**config.mk**
```make
export PLATFORM = sky130hd
export DESIGN_NAME = sync_frame_deframer_fletcher8
export DESIGN_NICKNAME = d
export VERILOG_FILES = /design/src/rtl/sfdf8_pkg.sv /design/src/rtl/sync_frame_deframer_fletcher8.sv
export VERILOG_INCLUDE_DIRS = /design/src /design/src/rtl
export SDC_FILE = /design/constraint.sdc
export NUM_CORES = 1
export LEC_CHECK = 0
export BUFFER_PORTS_ARGS = -buffer_cell sky130_fd_sc_hd__clkbuf_2
export CORE_UTILIZATION = 35
export CTS_CLUSTER_DIAMETER = 150
export DETAILED_ROUTE_END_ITERATION = 10
export HOLD_SLACK_MARGIN = 0.12
export SETUP_SLACK_MARGIN = 0.1
export SYNTH_ARGS = -nofsm -noshare
export SYNTH_HDL_FRONTEND = slang
export SYNTH_SLANG_ARGS = --single-unit
export TNS_END_PERCENT = 30
```
**constraint.sdc**
```tcl
create_clock -name clk_i -period 4.3 [get_ports clk_i]
set_clock_uncertainty 0.15 [all_clocks]
set_input_delay 0.43 -clock clk_i [delete_from_list [all_inputs] [get_ports clk_i]]
set_output_delay 0.43 -clock clk_i [all_outputs]
set_load 0.02 [all_outputs]
```
**src/rtl/sync_frame_deframer_fletcher8_defines.svh**
```systemverilog
// Assertion macros shared by the deframer RTL.
`ifndef SYNC_FRAME_DEFRAMER_FLETCHER8_DEFINES_SVH
`define SYNC_FRAME_DEFRAMER_FLETCHER8_DEFINES_SVH

// Same-cycle implication, checked on clk_i, quiet while rst_ni is low.
`define SFD_ASSERT_IMPL(label, ante, cons, msg) \
  label: assert property (@(posedge clk_i) disable iff (!rst_ni) (ante) |-> (cons)) \
    else $error(msg);

// Next-cycle implication, checked on clk_i, quiet while rst_ni is low.
`define SFD_ASSERT_NEXT(label, ante, cons, msg) \
  label: assert property (@(posedge clk_i) disable iff (!rst_ni) (ante) |=> (cons)) \
    else $error(msg);

`endif

```
**src/rtl/sfdf8_pkg.sv**
```systemverilog
// Types and constants of the sync-header deframer with Fletcher-8 checksum.
package sfdf8_pkg;

  localparam int unsigned ByteW = 8;
  localparam int unsigned SyncW = 24;
  localparam int unsigned EntryW = 16;
  localparam int unsigned NumEntries = 4;
  localparam int unsigned CfgIdxW = 3;
  localparam int unsigned CfgDataW = 24;
  localparam int unsigned ErrW = 2;
  localparam int unsigned StatW = 3;

  // Longest message, type byte included; table lengths above it saturate.
  localparam logic [ByteW-1:0] MaxMsgLen = 8'd255;

  // Configuration register indexes.
  localparam logic [CfgIdxW-1:0] RegSync = 3'd0;
  localparam logic [CfgIdxW-1:0] RegType0 = 3'd1;
  localparam logic [CfgIdxW-1:0] RegType3 = 3'd4;

  // Receive error codes.
  localparam logic [ErrW-1:0] ErrNone = 2'd0;
  localparam logic [ErrW-1:0] ErrTimeout = 2'd1;

  // Frame end status.
  typedef enum logic [StatW-1:0] {
    StOk      = 3'd0,
    StTimeout = 3'd1,
    StRxErr   = 3'd2,
    StUnknown = 3'd3,
    StBadSum  = 3'd4
  } status_e;

endpackage

```
**src/rtl/sync_frame_deframer_fletcher8.sv**
```systemverilog
// Sync-header deframer with Fletcher-8 checksum: hunt, type lookup, payload, check.
//
// Input stream (s_axis): one beat per received byte. tdata[7:0] is the byte,
// tuser[1:0] the receive error code (0 byte, 1 timeout, 2/3 other error).
// The block hunts for the three-byte sync pattern, looks the type byte up in a
// four-entry type/length table (first enabled match wins), forwards the type
// and payload bytes with their index, then compares the two trailing checksum
// bytes against the running sums A += byte, B += A (mod 256).
// Output stream (m_axis): tdata[7:0] byte, tdata[15:8] index in the message;
// tlast marks an end beat whose tuser[2:0] holds the status (0 ok, 1 timeout,
// 2 receive error, 3 unknown type, 4 checksum mismatch); tdata is 0 then.
// Not every input beat yields an output beat (sync, checksum bytes, soft errors).
// The output beat appears in the cycle after its input beat. Throughput: one beat per
// cycle while m_axis_tready is high; the per-byte update is one add chain and a compare.
// The output register decouples the sides: s_axis_tready stays high while the
// register is empty or being drained, so a stalled receiver holds only one beat.
// Reset: hunting, sync window and sums cleared, table and pattern zero, no beat
// pending. Configuration writes (cfg_we_i) take effect at the next edge and are
// expected only while the block is idle.
module sync_frame_deframer_fletcher8 (
  input  logic                            clk_i,
  input  logic                            rst_ni,
  // configuration
  input  logic                            cfg_we_i,
  input  logic [sfdf8_pkg::CfgIdxW-1:0]   cfg_idx_i,
  input  logic [sfdf8_pkg::CfgDataW-1:0]  cfg_wdata_i,
  // receive stream
  input  logic                            s_axis_tvalid,
  output logic                            s_axis_tready,
  input  logic [7:0]                      s_axis_tdata,   // rx_byte
  input  logic [1:0]                      s_axis_tuser,   // rx_error
  // message stream
  output logic                            m_axis_tvalid,
  input  logic                            m_axis_tready,
  output logic [15:0]                     m_axis_tdata,   // out_byte, byte_index
  output logic                            m_axis_tlast,   // frame_end
  output logic [2:0]                      m_axis_tuser    // frame_status
);
  import sfdf8_pkg::*;

  typedef enum logic [1:0] {
    PhHunt    = 2'd0,
    PhType    = 2'd1,
    PhPayload = 2'd2,
    PhCheck   = 2'd3
  } phase_e;

  // configuration
  logic [SyncW-1:0]  sync_pat_q;
  logic [EntryW-1:0] type_tab_q [NumEntries];

  // frame state
  phase_e            phase_q, phase_d;
  logic [15:0]       win_q, win_d;
  logic [ByteW-1:0]  cnt_q, cnt_d;
  logic [ByteW-1:0]  len_q, len_d;
  logic [ByteW-1:0]  sum_a_q, sum_a_d;
  logic [ByteW-1:0]  sum_b_q, sum_b_d;
  logic [ByteW-1:0]  chk_a_q, chk_a_d;

  // output register
  logic              ovld_q;
  logic [15:0]       odata_q;
  logic              olast_q;
  status_e           ostat_q;

  logic              in_acc;
  logic [ByteW-1:0]  rx_b;
  logic [ErrW-1:0]   rx_err;
  status_e           err_stat;

  logic              hit;
  logic [ByteW-1:0]  hit_len;
  logic [ByteW-1:0]  msg_len;
  logic [ByteW-1:0]  a_plus, b_plus;
  logic [ByteW-1:0]  cnt_inc;

  logic              res_vld;
  logic [ByteW-1:0]  res_byte, res_idx;
  logic              fin;
  status_e           fin_stat;

  assign s_axis_tready = !ovld_q || m_axis_tready;
  assign in_acc        = s_axis_tvalid && s_axis_tready;
  assign rx_b          = s_axis_tdata;
  assign rx_err        = s_axis_tuser;
  assign err_stat      = (rx_err == ErrTimeout) ? StTimeout : StRxErr;

  // Type lookup; scan from the back so the lowest matching entry wins.
  always_comb begin
    hit     = 1'b0;
    hit_len = '0;
    for (int i = NumEntries - 1; i >= 0; i--) begin
      if ((type_tab_q[i][15:8] != '0) && (type_tab_q[i][7:0] == rx_b)) begin
        hit     = 1'b1;
        hit_len = type_tab_q[i][15:8];
      end
    end
    msg_len = (hit_len > MaxMsgLen) ? MaxMsgLen : hit_len;
  end

  // Sum update: in the type phase the sums restart from zero.
  always_comb begin
    if (phase_q == PhType) begin
      a_plus = rx_b;
      b_plus = rx_b;
    end else begin
      a_plus = sum_a_q + rx_b;
      b_plus = sum_b_q + a_plus;
    end
  end

  assign cnt_inc = cnt_q + 8'd1;

  always_comb begin
    phase_d  = phase_q;
    win_d    = win_q;
    cnt_d    = cnt_q;
    len_d    = len_q;
    sum_a_d  = sum_a_q;
    sum_b_d  = sum_b_q;
    chk_a_d  = chk_a_q;
    res_vld  = 1'b0;
    res_byte = '0;
    res_idx  = '0;
    fin      = 1'b0;
    fin_stat = StOk;

    if (in_acc) begin
      case (phase_q)
        PhHunt: begin
          if (rx_err == ErrTimeout) begin
            fin      = 1'b1;
            fin_stat = StTimeout;
          end else if (rx_err == ErrNone) begin
            // soft errors fall through untouched while hunting
            if ({win_q, rx_b} == sync_pat_q) begin
              phase_d = PhType;
              win_d   = '0;
            end else begin
              win_d = {win_q[7:0], rx_b};
            end
          end
        end
        PhType: begin
          if (rx_err != ErrNone) begin
            fin      = 1'b1;
            fin_stat = err_stat;
          end else if (!hit) begin
            fin      = 1'b1;
            fin_stat = StUnknown;
          end else begin
            len_d    = msg_len;
            sum_a_d  = a_plus;
            sum_b_d  = b_plus;
            res_vld  = 1'b1;
            res_byte = rx_b;
            if (msg_len <= 8'd1) begin
              phase_d = PhCheck;
              cnt_d   = '0;
            end else begin
              phase_d = PhPayload;
              cnt_d   = 8'd1;
            end
          end
        end
        PhPayload: begin
          if (rx_err != ErrNone) begin
            fin      = 1'b1;
            fin_stat = err_stat;
          end else begin
            sum_a_d  = a_plus;
            sum_b_d  = b_plus;
            res_vld  = 1'b1;
            res_byte = rx_b;
            res_idx  = cnt_q;
            if (cnt_inc >= len_q) begin
              phase_d = PhCheck;
              cnt_d   = '0;
            end else begin
              cnt_d = cnt_inc;
            end
          end
        end
        PhCheck: begin
          if (rx_err != ErrNone) begin
            fin      = 1'b1;
            fin_stat = err_stat;
          end else if (cnt_q == '0) begin
            chk_a_d = rx_b;
            cnt_d   = 8'd1;
          end else begin
            fin      = 1'b1;
            fin_stat = ((chk_a_q == sum_a_q) && (rx_b == sum_b_q)) ? StOk : StBadSum;
          end
        end
        default: begin
          phase_d = PhHunt;
        end
      endcase

      if (fin) begin
        phase_d  = PhHunt;
        win_d    = '0;
        cnt_d    = '0;
        res_vld  = 1'b1;
        res_byte = '0;
        res_idx  = '0;
      end
    end
  end

  always_ff @(posedge clk_i or negedge rst_ni) begin
    if (!rst_ni) begin
      sync_pat_q <= '0;
      for (int i = 0; i < NumEntries; i++) begin
        type_tab_q[i] <= '0;
      end
      phase_q <= PhHunt;
      win_q   <= '0;
      cnt_q   <= '0;
      len_q   <= '0;
      sum_a_q <= '0;
      sum_b_q <= '0;
      chk_a_q <= '0;
      ovld_q  <= 1'b0;
      odata_q <= '0;
      olast_q <= 1'b0;
      ostat_q <= StOk;
    end else begin
      if (cfg_we_i) begin
        if (cfg_idx_i == RegSync) begin
          sync_pat_q <= cfg_wdata_i[SyncW-1:0];
        end else if ((cfg_idx_i >= RegType0) && (cfg_idx_i <= RegType3)) begin
          type_tab_q[2'(cfg_idx_i - RegType0)] <= cfg_wdata_i[EntryW-1:0];
        end
      end
      phase_q <= phase_d;
      win_q   <= win_d;
      cnt_q   <= cnt_d;
      len_q   <= len_d;
      sum_a_q <= sum_a_d;
      sum_b_q <= sum_b_d;
      chk_a_q <= chk_a_d;
      if (res_vld) begin
        ovld_q  <= 1'b1;
        odata_q <= {res_idx, res_byte};
        olast_q <= fin;
        ostat_q <= fin_stat;
      end else if (m_axis_tready) begin
        ovld_q <= 1'b0;
      end
    end
  end

  assign m_axis_tvalid = ovld_q;
  assign m_axis_tdata  = odata_q;
  assign m_axis_tlast  = olast_q;
  assign m_axis_tuser  = ostat_q;

`include "sync_frame_deframer_fletcher8_defines.svh"

  `SFD_ASSERT_IMPL(a_end_zero_data, m_axis_tvalid && m_axis_tlast, m_axis_tdata == '0, "end beat carries data")
  `SFD_ASSERT_IMPL(a_data_ok_stat, m_axis_tvalid && !m_axis_tlast, m_axis_tuser == StOk, "data beat carries status")
  `SFD_ASSERT_IMPL(a_stat_range, m_axis_tvalid && m_axis_tlast, m_axis_tuser <= StBadSum, "status out of range")
  `SFD_ASSERT_IMPL(a_check_cnt, phase_q == PhCheck, cnt_q <= 8'd1, "checksum byte count runaway")
  `SFD_ASSERT_NEXT(a_err_ends, in_acc && (phase_q != PhHunt) && (rx_err != ErrNone), phase_q == PhHunt && m_axis_tvalid && m_axis_tlast, "error did not end frame")

endmodule
```
**Word-level counts from Yosys, hierarchy flattened**

Index checks and enable logic that the tools add are counted.

- Register bits: 167
- Bits of input ports: 42
- Output and inout bits: 22
- Word-level logic and storage cells: 170

- Add/sub/neg operators: 4
- Magnitude comparators: 7
- Equal/unequal tests: 24
- Mux-type cells: 83
- Bitwise logic cells: 3
- Reduce and logical (&&, ||, !) cells: 33

Operators by type and width:

| cell | count |
|---|---|
| two-way mux 8 bit | 29 |
| two-way mux 16 bit | 6 |
| bitwise mux 64 bit | 1 |
| == test 8 bit | 6 |
| one-hot mux 8 bit (2 select lines) | 3 |
| demux 16 bit (select 2 bit) | 1 |
| nonzero test 8 bit | 4 |
| == test 24 bit | 1 |
| two-way mux 2 bit | 12 |
| one-hot mux 8 bit (3 select lines) | 1 |
| two-way mux 1 bit | 22 |
| != test 3 bit, second input constant | 7 |
| adder 8 bit | 2 |
| two-way mux 3 bit | 4 |
| one-hot mux 3 bit (4 select lines) | 1 |
| AND reduction 4 bit | 3 |
| nonzero test 2 bit | 5 |
| AND reduction 9 bit | 1 |
| adder 8 x 1 -> 8 bit, second input constant | 1 |
| >= comparator 8 bit | 1 |
| greater-than comparator 8 bit, second input constant | 1 |
| less-or-equal comparator 8 x 1 -> 1 bit, second input constant | 1 |
| logical AND 1 bit | 8 |
| logical NOT 8 bit | 1 |
| other kinds (24) | 32 |

**Logic depth before layout (Yosys ltp)**

Gate-level depths: netlist of the first run.

- Depth in word-level cells: 14
- Gate-level depth with buffers: 14
- Mapped depth without buffers: 14

**Worst setup path before layout of the first run**

Ideal clock, no wire load.

- Kind: input to register
- Start point: in s_axis_tdata[0]
- End point: reg sum_b_q[7]
- Setup time: 0.122 ns
- Data arrival time: 2.708 ns
- Data required time: 4.028 ns
- Path slack: 1.320 ns
- Stages on the path: 14
- Buffers on the path: 0
- Cell sequence: ha_1 -> fa_1 -> a21oi_1 -> nor2_1 -> nor2_1 -> o21bai_1 -> a21oi_1 -> xnor2_1 -> ha_1 -> nand2_1 -> o21a_1 -> or3_1 -> a21oi_1 -> nor3b_1

- Word-level cells in the longest chain between the ends: 8
- Elaborated cells between the ends (all ways): 21
- Those cells by class: 2 x add/sub; 5 x eq/ne; 9 x mux; 5 x reduce/logical

RTL lines:

| item | line | RTL |
|---|---|---|
| start, declared | sync_frame_deframer_fletcher8.sv:30 | `input logic [7:0] s_axis_tdata,` |
| parallel branches: the longest is 8 deep, another holds adder 8 bit | n/a |  |
| end signal, assigned | sync_frame_deframer_fletcher8.sv:243 | `sum_b_q <= sum_b_d;` |
| end, declared | sync_frame_deframer_fletcher8.sv:58 | `logic [ByteW-1:0] sum_b_q, sum_b_d;` |

Parallel ways; which one is timed is not known. The select of a mux whose other input is x is not followed.
A chain may end at the register's enable or synchronous reset.

**Worst setup path after layout of the first run**

- Start point: reg cnt_q[0]
- End point: reg phase_q[1]

- Word-level cells in the longest chain between the ends: 7
- Elaborated cells between the ends (all ways): 17
- Those cells by class: 1 x add/sub; 1 x order compare; 7 x eq/ne; 5 x mux; 3 x reduce/logical

RTL lines:

| item | line | RTL |
|---|---|---|
| start, declared | sync_frame_deframer_fletcher8.sv:55 | `logic [ByteW-1:0] cnt_q, cnt_d;` |
| start signal, assigned | sync_frame_deframer_fletcher8.sv:240 | `cnt_q <= cnt_d;` |
| parallel branches: the longest is 7 deep, another holds adder 8 x 1 -> 8 bit | n/a |  |
| end signal, assigned | sync_frame_deframer_fletcher8.sv:219 | `phase_q <= PhHunt;` |
| end signal, assigned | sync_frame_deframer_fletcher8.sv:238 | `phase_q <= phase_d;` |
| end, declared | sync_frame_deframer_fletcher8.sv:53 | `phase_e phase_q, phase_d;` |

Parallel ways; which one is timed is not known. The select of a mux whose other input is x is not followed.

==> impl_metrics.prom, run 1 <==
# TYPE chip_impl_metric gauge
chip_impl_metric{name="synthesis.area_per_instance",unit="sq um"} 11.2
chip_impl_metric{name="cp_max_fo",unit=""} 6
chip_impl_metric{name="first_global_vias",unit=""} 6116
chip_impl_info{name="ctsRootBufferMaster",value="clkbuf_16"} 1
chip_impl_metric{name="worst-slew-pin-transition",unit="ns"} 1.11
chip_impl_metric{name="synth-simple-area-share",unit=""} 0.110
chip_impl_metric{name="hold_depth",unit=""} 2
chip_impl_metric{name="drive_above_1_share",unit=""} 0.253
chip_impl_metric{name="via_count",unit=""} 6156
chip_impl_info{name="grt_setup_unrepaired",value="no"} 1
chip_impl_metric{name="grt_overflow",unit=""} 0
chip_impl_metric{name="via_per_instance_ratio",unit=""} 5.17
chip_impl_metric{name="synth.yosys.seq_area_share",unit=""} 0.475
chip_impl_metric{name="drt_iter0_markers",unit=""} 478
chip_impl_metric{name="timing.final.hold_violations",unit=""} 0
chip_impl_metric{name="share_of_total_power_in_combinational_logic",unit=""} 0.368
chip_impl_metric{name="postRouteAntennaNets",unit=""} 0
chip_impl_metric{name="place.gp.congestion",unit=""} 0.848
chip_impl_metric{name="report.final.setup_viol",unit=""} 0
chip_impl_metric{name="average_wire_per_cell_in_the_routed_design",unit="um"} 17.8
chip_impl_metric{name="max_clock_freq",unit="MHz"} 314
chip_impl_metric{name="worst_path_required",unit="ns"} 4.49
chip_impl_info{name="timing.critical_path.cells",value="ha_1, nand3_1, xnor2_1, ha_1, and2_1, o21ai_0, o21ai_0, o41ai_1, nand3_1, nand2_1, mux2i_1"} 1
chip_impl_metric{name="synth_adder_area_share",unit=""} 0.0444
chip_impl_metric{name="antennaDiodeCount",unit=""} 0
chip_impl_metric{name="clock_edge_transition_at_the_registers_on_the_reported_setup_and_hold_paths",unit="ns"} 0.07
chip_impl_metric{name="yosys.area_share.xor_xnor",unit=""} 0.0886
chip_impl_metric{name="fin_setup_tns",unit="ns"} 0
chip_impl_metric{name="fin_nets",unit=""} 926
chip_impl_metric{name="critPathMaxStageDelay",unit="ns"} 0.55
chip_impl_metric{name="drv.max_cap_violation_count",unit=""} 0
chip_impl_metric{name="grt_usage",unit=""} 0.173
chip_impl_info{name="min_delay_worst_endpoint",value="sync_pat_q[0]"} 1
chip_impl_metric{name="worst-path-buf-inv",unit=""} 0
chip_impl_metric{name="switching_share",unit=""} 0.360
chip_impl_metric{name="postRouteWirelength",unit="um"} 21200
chip_impl_metric{name="grt_antenna_before_repair",unit=""} 0
chip_impl_info{name="hold_path.startpoint",value="cfg_wdata_i[0]"} 1
chip_impl_metric{name="grt_pass1_wl",unit="um"} 34500
chip_impl_metric{name="power_density",unit="mW/mm^2"} 601
chip_impl_metric{name="firstDrtPassIters",unit=""} 5
chip_impl_metric{name="synth_compound_gate_area_share",unit=""} 0.118
chip_impl_metric{name="synth_enable_flop_cells",unit=""} 0
chip_impl_metric{name="core.rowCount",unit=""} 57
chip_impl_metric{name="ys.warnings.count",unit=""} 0
chip_impl_metric{name="synth_area",unit="sq mm"} 0.00880
chip_impl_metric{name="tritoncts.num_buffers",unit=""} 17
chip_impl_info{name="main_combinational_cell_family_by_area_after_synthesis",value="multiplexers"} 1
chip_impl_metric{name="syn_to_final_growth",unit="%"} 15.6
chip_impl_metric{name="critical_path_arrival",unit="ns"} 3.38
chip_impl_metric{name="maximum_number_of_pins_on_one_net_before_global_route_repair",unit=""} 93
chip_impl_metric{name="finalMaxSlewViolations",unit=""} 0
chip_impl_metric{name="dp_hpwl",unit="um"} 15200
chip_impl_metric{name="buffers_on_ports",unit=""} 63
chip_impl_metric{name="period_share",unit=""} 0.741
chip_impl_info{name="run_status",value="finished clean"} 1
chip_impl_info{name="min_path_type",value="input port to register"} 1
chip_impl_metric{name="numClockSinks",unit=""} 167
chip_impl_metric{name="clockPowerShare",unit=""} 0.254
chip_impl_info{name="cp-end-kind",value="register"} 1
chip_impl_metric{name="synthesis.nets",unit=""} 859
chip_impl_metric{name="cts_max_path_buffers",unit=""} 2
chip_impl_metric{name="drc_errors",unit=""} 0
chip_impl_metric{name="yosys.cell_types.count",unit=""} 61
chip_impl_info{name="cpMaxStageDelayCell",value="o41ai_1"} 1
chip_impl_metric{name="register_bit_count_reported_by_yosys",unit=""} 167
chip_impl_metric{name="clock_tree.htree_level_count",unit=""} 4
chip_impl_metric{name="synth-async-reset-ratio",unit=""} 1.00
chip_impl_metric{name="initial_core_util",unit=""} 0.360
chip_impl_metric{name="static_power_due_to_leakage",unit="nW"} 4.45
chip_impl_metric{name="post-route-min-period",unit="ns"} 3.19
chip_impl_info{name="dominantRegCellSynth",value="dfrtp_1"} 1
chip_impl_info{name="r2r_start",value="cnt_q[0]"} 1
chip_impl_metric{name="synth.area.mux_share",unit=""} 0.133
chip_impl_metric{name="synthesis.instances",unit=""} 787
chip_impl_metric{name="rrSetupSlack",unit="ns"} 1.11
chip_impl_metric{name="core",unit="sq mm"} 0.0245
chip_impl_metric{name="vdd_drop_max",unit="V"} 0.000385
chip_impl_metric{name="dieHeight",unit="um"} 161
chip_impl_metric{name="cell_internal_pwr",unit="mW"} 3.91
chip_impl_metric{name="worst_slew_margin_rel",unit=""} 0.258
chip_impl_metric{name="utilization",unit=""} 0.416
chip_impl_metric{name="p_switching",unit="mW"} 2.20
chip_impl_info{name="start_kind",value="register"} 1
chip_impl_metric{name="clk-insertion-delay-late",unit="ns"} 0.43
chip_impl_metric{name="fp.dieW",unit="um"} 161
chip_impl_metric{name="path_depth_of_the_worst_reg2reg_path",unit=""} 11
chip_impl_info{name="reg2reg_to",value="phase_q[1]"} 1
chip_impl_metric{name="boundaryPins",unit=""} 64
chip_impl_metric{name="dieArea",unit="sq mm"} 0.0258
chip_impl_info{name="worst_path_dominant_cell_family",value="compound AO/OA/AOI/OAI gates"} 1
chip_impl_metric{name="pwr-share-seq",unit=""} 0.378
chip_impl_info{name="timing_worst_setup_path_type",value="register to register"} 1
chip_impl_info{name="tritoncts_clock_tree",value="done"} 1
-- cells in the final DEF, fill, tap and decap left out, types with 4 or more instances in the layout --
master,instances
inv_1,25
o21ai_0,24
nor2b_1,7
a31o_1,4
nor4_1,15
buf_4,13
clkbuf_16,17
a221oi_1,5
and2_1,4
a21o_1,5
nand3_1,15
xnor2_1,55
o21ai_1,10
dfrtp_1,167
mux2_2,92
a21oi_1,38
nand2_1,46
nor3_1,13
and3_1,8
ha_1,28
xor2_1,34
o21bai_1,4
nand2b_1,6
mux2i_1,13
nor2_1,35
clkbuf_2,62
a22o_1,24
dlygate4sd3_1,9
nand4_1,13
-- per-layer routing --
layer / up-vias / share of wire / global-route usage
met1: 3040 / 0.48 / 0.242
met5: - / 0 / 0
met3: 25 / 0.032 / 0.0313
met2: 125 / 0.47 / 0.272
met4: 0 / 0.018 / 0.0528
li1: 2966 / - / -
-- per-stage QoR --
stage | std cells | instance area [sq um] | power [mW] | hold WS, ns | worst slack, ns
after floorplan | 787 | 8800 | 4.01 | -0.0156 | 1.32
after global placement | 1150 | 9490 | 4.52 | 0.318 | 0.794
after detailed placement | 1150 | 9490 | 4.57 | 0.322 | 0.766
after CTS | 1191 | 10200 | 6.15 | 0.135 | 1.06
after global routing | 1191 | 10200 | 6.53 | 0.146 | 0.733
final | 1191 | 10200 | 6.11 | 0.147 | 1.11
-- synthesized netlist by cell type (8+ instances only) --
cell type    n  area [sq um]
clkbuf_1    20          75.1
xor2_1      34           298
mux2_2      92          1040
buf_4        9          67.6
nor2_1      35           131
xnor2_1     55           482
mux2i_1     13           130
a22o_1      24           210
nor4_1      15          93.8
o21ai_0     24           120
nor3_1      15          75.1
a21oi_1     38           190
nand4_1     13          81.3
nand3_1     15          75.1
ha_1        28           350
nand2_1     46           173
o21ai_1     10          50.1
and3_1       8          50.1
dfrtp_1    167          4180
inv_1       25          93.8
-- worst register-to-register path: cells and delay by family, from the launching register on --
family,cells,cell delay (ns)
compound gates,3,0.77
flops,1,0.45
simple gates,4,0.76
xor+xnor,1,0.22
mux,1,0.21
fa+ha+maj,2,0.52
-- cell type report --
| class | instances | area (sq um) |
|---|---|---|
| Clock inverter | 13 | 145 |
| Inverter | 25 | 93.8 |
| Sequential cell | 167 | 4180 |
| Timing Repair Buffer | 86 | 529 |
| Tap cell | 324 | 405 |
| Clock buffer | 19 | 453 |
| Multi-Input combinational cell | 557 | 4370 |
| Fill cell | 2334 | 14300 |
-- flip-flops by register name (all words and copies together), names as in the netlist --
register,count
sum_b_q,8
m_axis_tlast,1
sync_pat_q,24
phase_q,2
m_axis_tuser,3
type_tab_q,64
sum_a_q,8
m_axis_tvalid,1
len_q,8
win_q,16
cnt_q,8
m_axis_tdata,16
chk_a_q,8
-- power by group through the flow --
| stage | logic (mW) | clock network (mW) | registers, mW |
|---|---|---|---|
| 6_report | 2.25 | 1.55 | 2.31 |
| 2_1_floorplan | 1.75 | 0 | 2.25 |
| 3_3_place_gp | 2.20 | 0 | 2.33 |
| 4_1_cts | 2.26 | 1.59 | 2.31 |
| 3_5_place_dp | 2.24 | 0 | 2.33 |
| 5_1_grt | 2.51 | 1.66 | 2.36 |
-- worst max path at each step --
stage	from	endpoint	slack [ns]	cells past startpoint
after floorplan	s_axis_tdata[0]	sum_b_q[7]	1.32	14
final	cnt_q[0]	phase_q[1]	1.11	11
after CTS	cnt_q[0]	phase_q[1]	1.06	11
after global placement	s_axis_tdata[0]	sum_b_q[7]	0.79	15
after global routing	cnt_q[0]	phase_q[1]	0.73	11
after detailed placement	s_axis_tdata[0]	sum_b_q[7]	0.77	15
-- what timing repair did --
item	in CTS	in global routing
hold buffers	9	0
resized for setup	0	0
setup buffers	0	0
hold endpoints to repair	99	0
-- cells by family after synthesis --
logic type / after synthesis
AO/OA/AOI/OAI: 148
XOR/XNOR: 89
adder cells (fa/ha/maj): 30
buffers and inverters: 63
flip-flops: 167
multiplexers: 105
AND/OR/NAND/NOR: 185
No activity file was read; power rests on OpenSTA's default activity.
==> run 2, diff against run 1 <==
--- a/config.mk
+++ b/config.mk
@@ -6,6 +6,7 @@
 export SDC_FILE = /design/constraint.sdc
 export NUM_CORES = 1
 export LEC_CHECK = 0
+export ABC_AREA = 1
 export BUFFER_PORTS_ARGS = -buffer_cell sky130_fd_sc_hd__clkbuf_2
 export CORE_UTILIZATION = 35
 export CTS_CLUSTER_DIAMETER = 150
==> constraint.sdc (replaced) <==
create_clock -name clk_i -period 2.9 [get_ports clk_i]
set_clock_uncertainty 0.15 [all_clocks]
set_input_delay 0.29 -clock clk_i [delete_from_list [all_inputs] [get_ports clk_i]]
set_output_delay 0.29 -clock clk_i [all_outputs]
set_load 0.02 [all_outputs]
==> run 2 against run 1 <==
Compared with the run above:
- the flow now finishes with violations (DRC, setup timing)
- via count grew 30%
- non-clock buffer count grew 52
- synthesized cell count grew 50%
- clock-buffer cell count grew 1
- maximum frequency grew 9.2%
- first-iteration DRC count grew 37%
- final area grew 12%
- cell count grew 38%
- global-route usage grew 1.1 points
- flip-flop and latch count is the same
- sequential share of layout area shrank 4.2 points
- largest power group is now combinational logic
==> impl_metrics.prom, run 2 <==
# TYPE chip_impl_metric gauge
chip_impl_metric{name="fin_setup_tns",unit="ns"} -0.0182
chip_impl_metric{name="tritoncts.num_buffers",unit=""} 17
chip_impl_metric{name="boundaryPins",unit=""} 64
chip_impl_metric{name="firstDrtPassIters",unit=""} 8
chip_impl_metric{name="grtUsageMet1",unit=""} 0.261
chip_impl_metric{name="grt_overflow",unit=""} 0
chip_impl_metric{name="static_power_due_to_leakage",unit="nW"} 5.63
chip_impl_metric{name="timing.final.hold_violations",unit=""} 0
chip_impl_metric{name="register_bit_count_reported_by_yosys",unit=""} 167
chip_impl_metric{name="dp_hpwl",unit="um"} 17400
chip_impl_metric{name="synth.yosys.seq_area_share",unit=""} 0.446
chip_impl_metric{name="grt_usage",unit=""} 0.184
chip_impl_info{name="dominantRegCellSynth",value="dfrtp_1"} 1
chip_impl_info{name="violated_checks",value="DRC, setup timing"} 1
chip_impl_metric{name="drv.max_cap_violation_count",unit=""} 0
chip_impl_info{name="most_common_cell_after_layout_fill_and_taps_aside",value="nand2_1"} 1
chip_impl_info{name="min_path_type",value="input port to register"} 1
chip_impl_metric{name="report.final.setup_viol",unit=""} 1
chip_impl_metric{name="grt_pass1_wl",unit="um"} 40100
chip_impl_metric{name="grt.met2_usage",unit=""} 0.288
chip_impl_info{name="run_status",value="complete, but fails checks"} 1
chip_impl_metric{name="synthesis.instances",unit=""} 1180
chip_impl_metric{name="yosys.area.top_type_share",unit=""} 0.446
chip_impl_metric{name="synth_area",unit="sq mm"} 0.00938
chip_impl_info{name="timing_worst_setup_path_type",value="register to register"} 1
chip_impl_metric{name="place.gp.congestion",unit=""} 0.876
chip_impl_info{name="biggestRegsByFlops",value="type_tab_q x64, sync_pat_q x24"} 1
chip_impl_metric{name="dpl.cell_count",unit=""} 1580
chip_impl_info{name="ys_top_cells_by_count",value="336 x nand2_1, 167 x dfrtp_1, 132 x inv_1"} 1
chip_impl_metric{name="stdcell_count",unit=""} 1648
chip_impl_metric{name="average_wire_per_cell_in_the_routed_design",unit="um"} 14.9
chip_impl_info{name="commonest_cells_after_routing_fill_and_taps_aside",value="332 x nand2_1, 166 x dfrtp_1, 129 x inv_1"} 1
chip_impl_metric{name="via_count",unit=""} 7974
chip_impl_metric{name="synth-async-reset-ratio",unit=""} 1.00
chip_impl_metric{name="clock_tree.htree_level_count",unit=""} 4
chip_impl_metric{name="dieHeight",unit="um"} 166
chip_impl_metric{name="cp_max_fo",unit=""} 4
chip_impl_metric{name="drt_iter0_markers",unit=""} 654
chip_impl_metric{name="synthesis.area_per_instance",unit="sq um"} 7.95
chip_impl_metric{name="dieArea",unit="sq mm"} 0.0274
chip_impl_metric{name="vdd_drop_max",unit="V"} 0.000368
chip_impl_metric{name="numClockSinks",unit=""} 167
chip_impl_metric{name="worst_path_required",unit="ns"} 3.10
chip_impl_metric{name="initial_core_util",unit=""} 0.359
chip_impl_metric{name="cts_max_path_buffers",unit=""} 2
chip_impl_info{name="cp-end-kind",value="register"} 1
chip_impl_metric{name="via_per_instance_ratio",unit=""} 4.84
chip_impl_info{name="netlist_top_cells_area",value="dfrtp_1 45%, nand2_1 13%, o21ai_0 5.8%, inv_1 5.3%, ha_1 3.7%"} 1
chip_impl_metric{name="max_clock_freq",unit="MHz"} 343
chip_impl_metric{name="power_density",unit="mW/mm^2"} 812
chip_impl_metric{name="finalMaxSlewViolations",unit=""} 0
chip_impl_metric{name="grt_antenna_before_repair",unit=""} 0
chip_impl_metric{name="postRouteAntennaNets",unit=""} 0
chip_impl_metric{name="post-route-worst-setup-slack",unit="ns"} -0.0182
chip_impl_metric{name="power",unit="mW"} 9.21
chip_impl_metric{name="synthesis.nets",unit=""} 1252
chip_impl_info{name="tritoncts_clock_tree",value="done"} 1
chip_impl_metric{name="ys.warnings.count",unit=""} 0
chip_impl_metric{name="pre_cts_slack",unit="ns"} -0.0569
chip_impl_metric{name="post-route-min-period",unit="ns"} 2.92
chip_impl_metric{name="first_global_vias",unit=""} 7533
chip_impl_metric{name="maximum_number_of_pins_on_one_net_before_global_route_repair",unit=""} 68
chip_impl_info{name="hold_path.startpoint",value="s_axis_tdata[7]"} 1
chip_impl_metric{name="fp.dieW",unit="um"} 166
chip_impl_metric{name="postRouteWirelength",unit="um"} 24600
chip_impl_info{name="timing.critical_path.from",value="sum_a_q[0]"} 1
chip_impl_metric{name="antennaDiodeCount",unit=""} 0
chip_impl_info{name="r2r_start",value="sum_a_q[0]"} 1
chip_impl_metric{name="rrSetupSlack",unit="ns"} -0.02
chip_impl_metric{name="drive_above_1_share",unit=""} 0.191
chip_impl_info{name="start_kind",value="register"} 1
chip_impl_metric{name="worst_slew_margin_rel",unit=""} 0.564
chip_impl_info{name="ctsRootBufferMaster",value="clkbuf_16"} 1
chip_impl_metric{name="fin_nets",unit=""} 1372
chip_impl_metric{name="core.rowCount",unit=""} 59
chip_impl_metric{name="largest_reg_flops",unit=""} 64
chip_impl_metric{name="critical_path_arrival",unit="ns"} 3.12
chip_impl_metric{name="period_share",unit=""} 1.01
chip_impl_metric{name="synth_enable_flop_cells",unit=""} 0
chip_impl_metric{name="buffers_on_ports",unit=""} 63
chip_impl_metric{name="clk-insertion-delay-late",unit="ns"} 0.44
chip_impl_info{name="synth_largest_area_cell",value="dfrtp_1"} 1
chip_impl_info{name="synth_most_common_cell",value="nand2_1"} 1
chip_impl_info{name="grt.busiest_layer",value="met2"} 1
chip_impl_metric{name="drc_errors",unit=""} 10
chip_impl_metric{name="yosys.cell_types.count",unit=""} 49
chip_impl_metric{name="clock_edge_transition_at_the_registers_on_the_reported_setup_and_hold_paths",unit="ns"} 0.07
chip_impl_metric{name="worst-slew-pin-transition",unit="ns"} 0.653
chip_impl_info{name="register_name_with_the_most_flops",value="type_tab_q"} 1
chip_impl_info{name="grt_setup_unrepaired",value="yes"} 1
chip_impl_metric{name="syn_to_final_growth",unit="%"} 21.0
chip_impl_metric{name="grt_util_met3",unit=""} 0.0256
chip_impl_metric{name="core",unit="sq mm"} 0.0261
==> run 2: critical path, cell delays in order (launching register included) <==
cell and delay, ns:
dfrtp_1 0.39, ha_2 0.19, fa_2 0.34, nand2_1 0.07, nand2_1 0.06, a21oi_2 0.14, nor2_1 0.05, nor2_1 0.08
nor2_1 0.04, nor2_1 0.12, xnor2_1 0.16, ha_1 0.30, a21oi_1 0.13, o221ai_1 0.14, xnor2_1 0.21, nand3_1 0.09
a31oi_1 0.16
==> run 2: timing repair <==
action	CTS	global route
setup buffers	1	8
hold buffers	28	0
setup endpoints to repair	10	13
hold endpoints to repair	145	0
resized for setup	4	41
pin swaps	6	21
==> run 2: where the power goes <==
part,switching [mW],internal (mW)
registers,0.440,2.84
clock network,1.01,1.16
logic,2.22,1.55
total,3.67,5.54
==> run 2: logic make-up after synthesis <==
family	count (synthesis)	share of synthesized area
AOI/OAI and AO/OA	212	0.124
xor gates and xnor gates	49	0.0458
adders and majority gates	30	0.0416
buffers and inverters	185	0.0858
DFF	167	0.446
muxes	7	0.00841
and+or+nand+nor	530	0.249
==> run 2: worst paths after layout <==
check / to / depth (start not counted)
max in group asynchronous: sum_a_q[1] / 3
worst min register to register: m_axis_tuser[2] / 2
worst max register to register: sum_b_q[7] / 16
worst min-delay path: win_q[7] / 3
worst max-delay path: sum_b_q[7] / 16
min in group asynchronous: sync_pat_q[21] / 2
==> run 2: through the flow <==
| step | util | hold slack, ns | instance area, sq um |
|---|---|---|---|
| after global routing | 0.434 | 0.181 | 11300 |
| final | 0.434 | 0.144 | 11300 |
| after detailed placement | 0.392 | 0.202 | 10200 |
| after CTS | 0.425 | 0.132 | 11100 |
| after global placement | 0.392 | 0.202 | 10200 |
| after floorplan | - | -0.156 | 9380 |
==> run 2: area by class of cell <==
class / count / area [sq um]
inverters: 148 / 583
well taps: 335 / 419
repair buffers: 138 / 1010
clock inverters: 12 / 93.8
fillers: 2643 / 14800
flip-flops and latches: 167 / 4180
clock buffers: 20 / 457
multi-input cells: 828 / 4610
==> run 2: per-layer routing <==
layer  share of wire  vias up  wire (um)
li1                -     4016          -
met1            0.50     3772      12200
met2            0.45      153      11000
met3           0.036       33        894
met4           0.019        0        460
met5               0        -          0
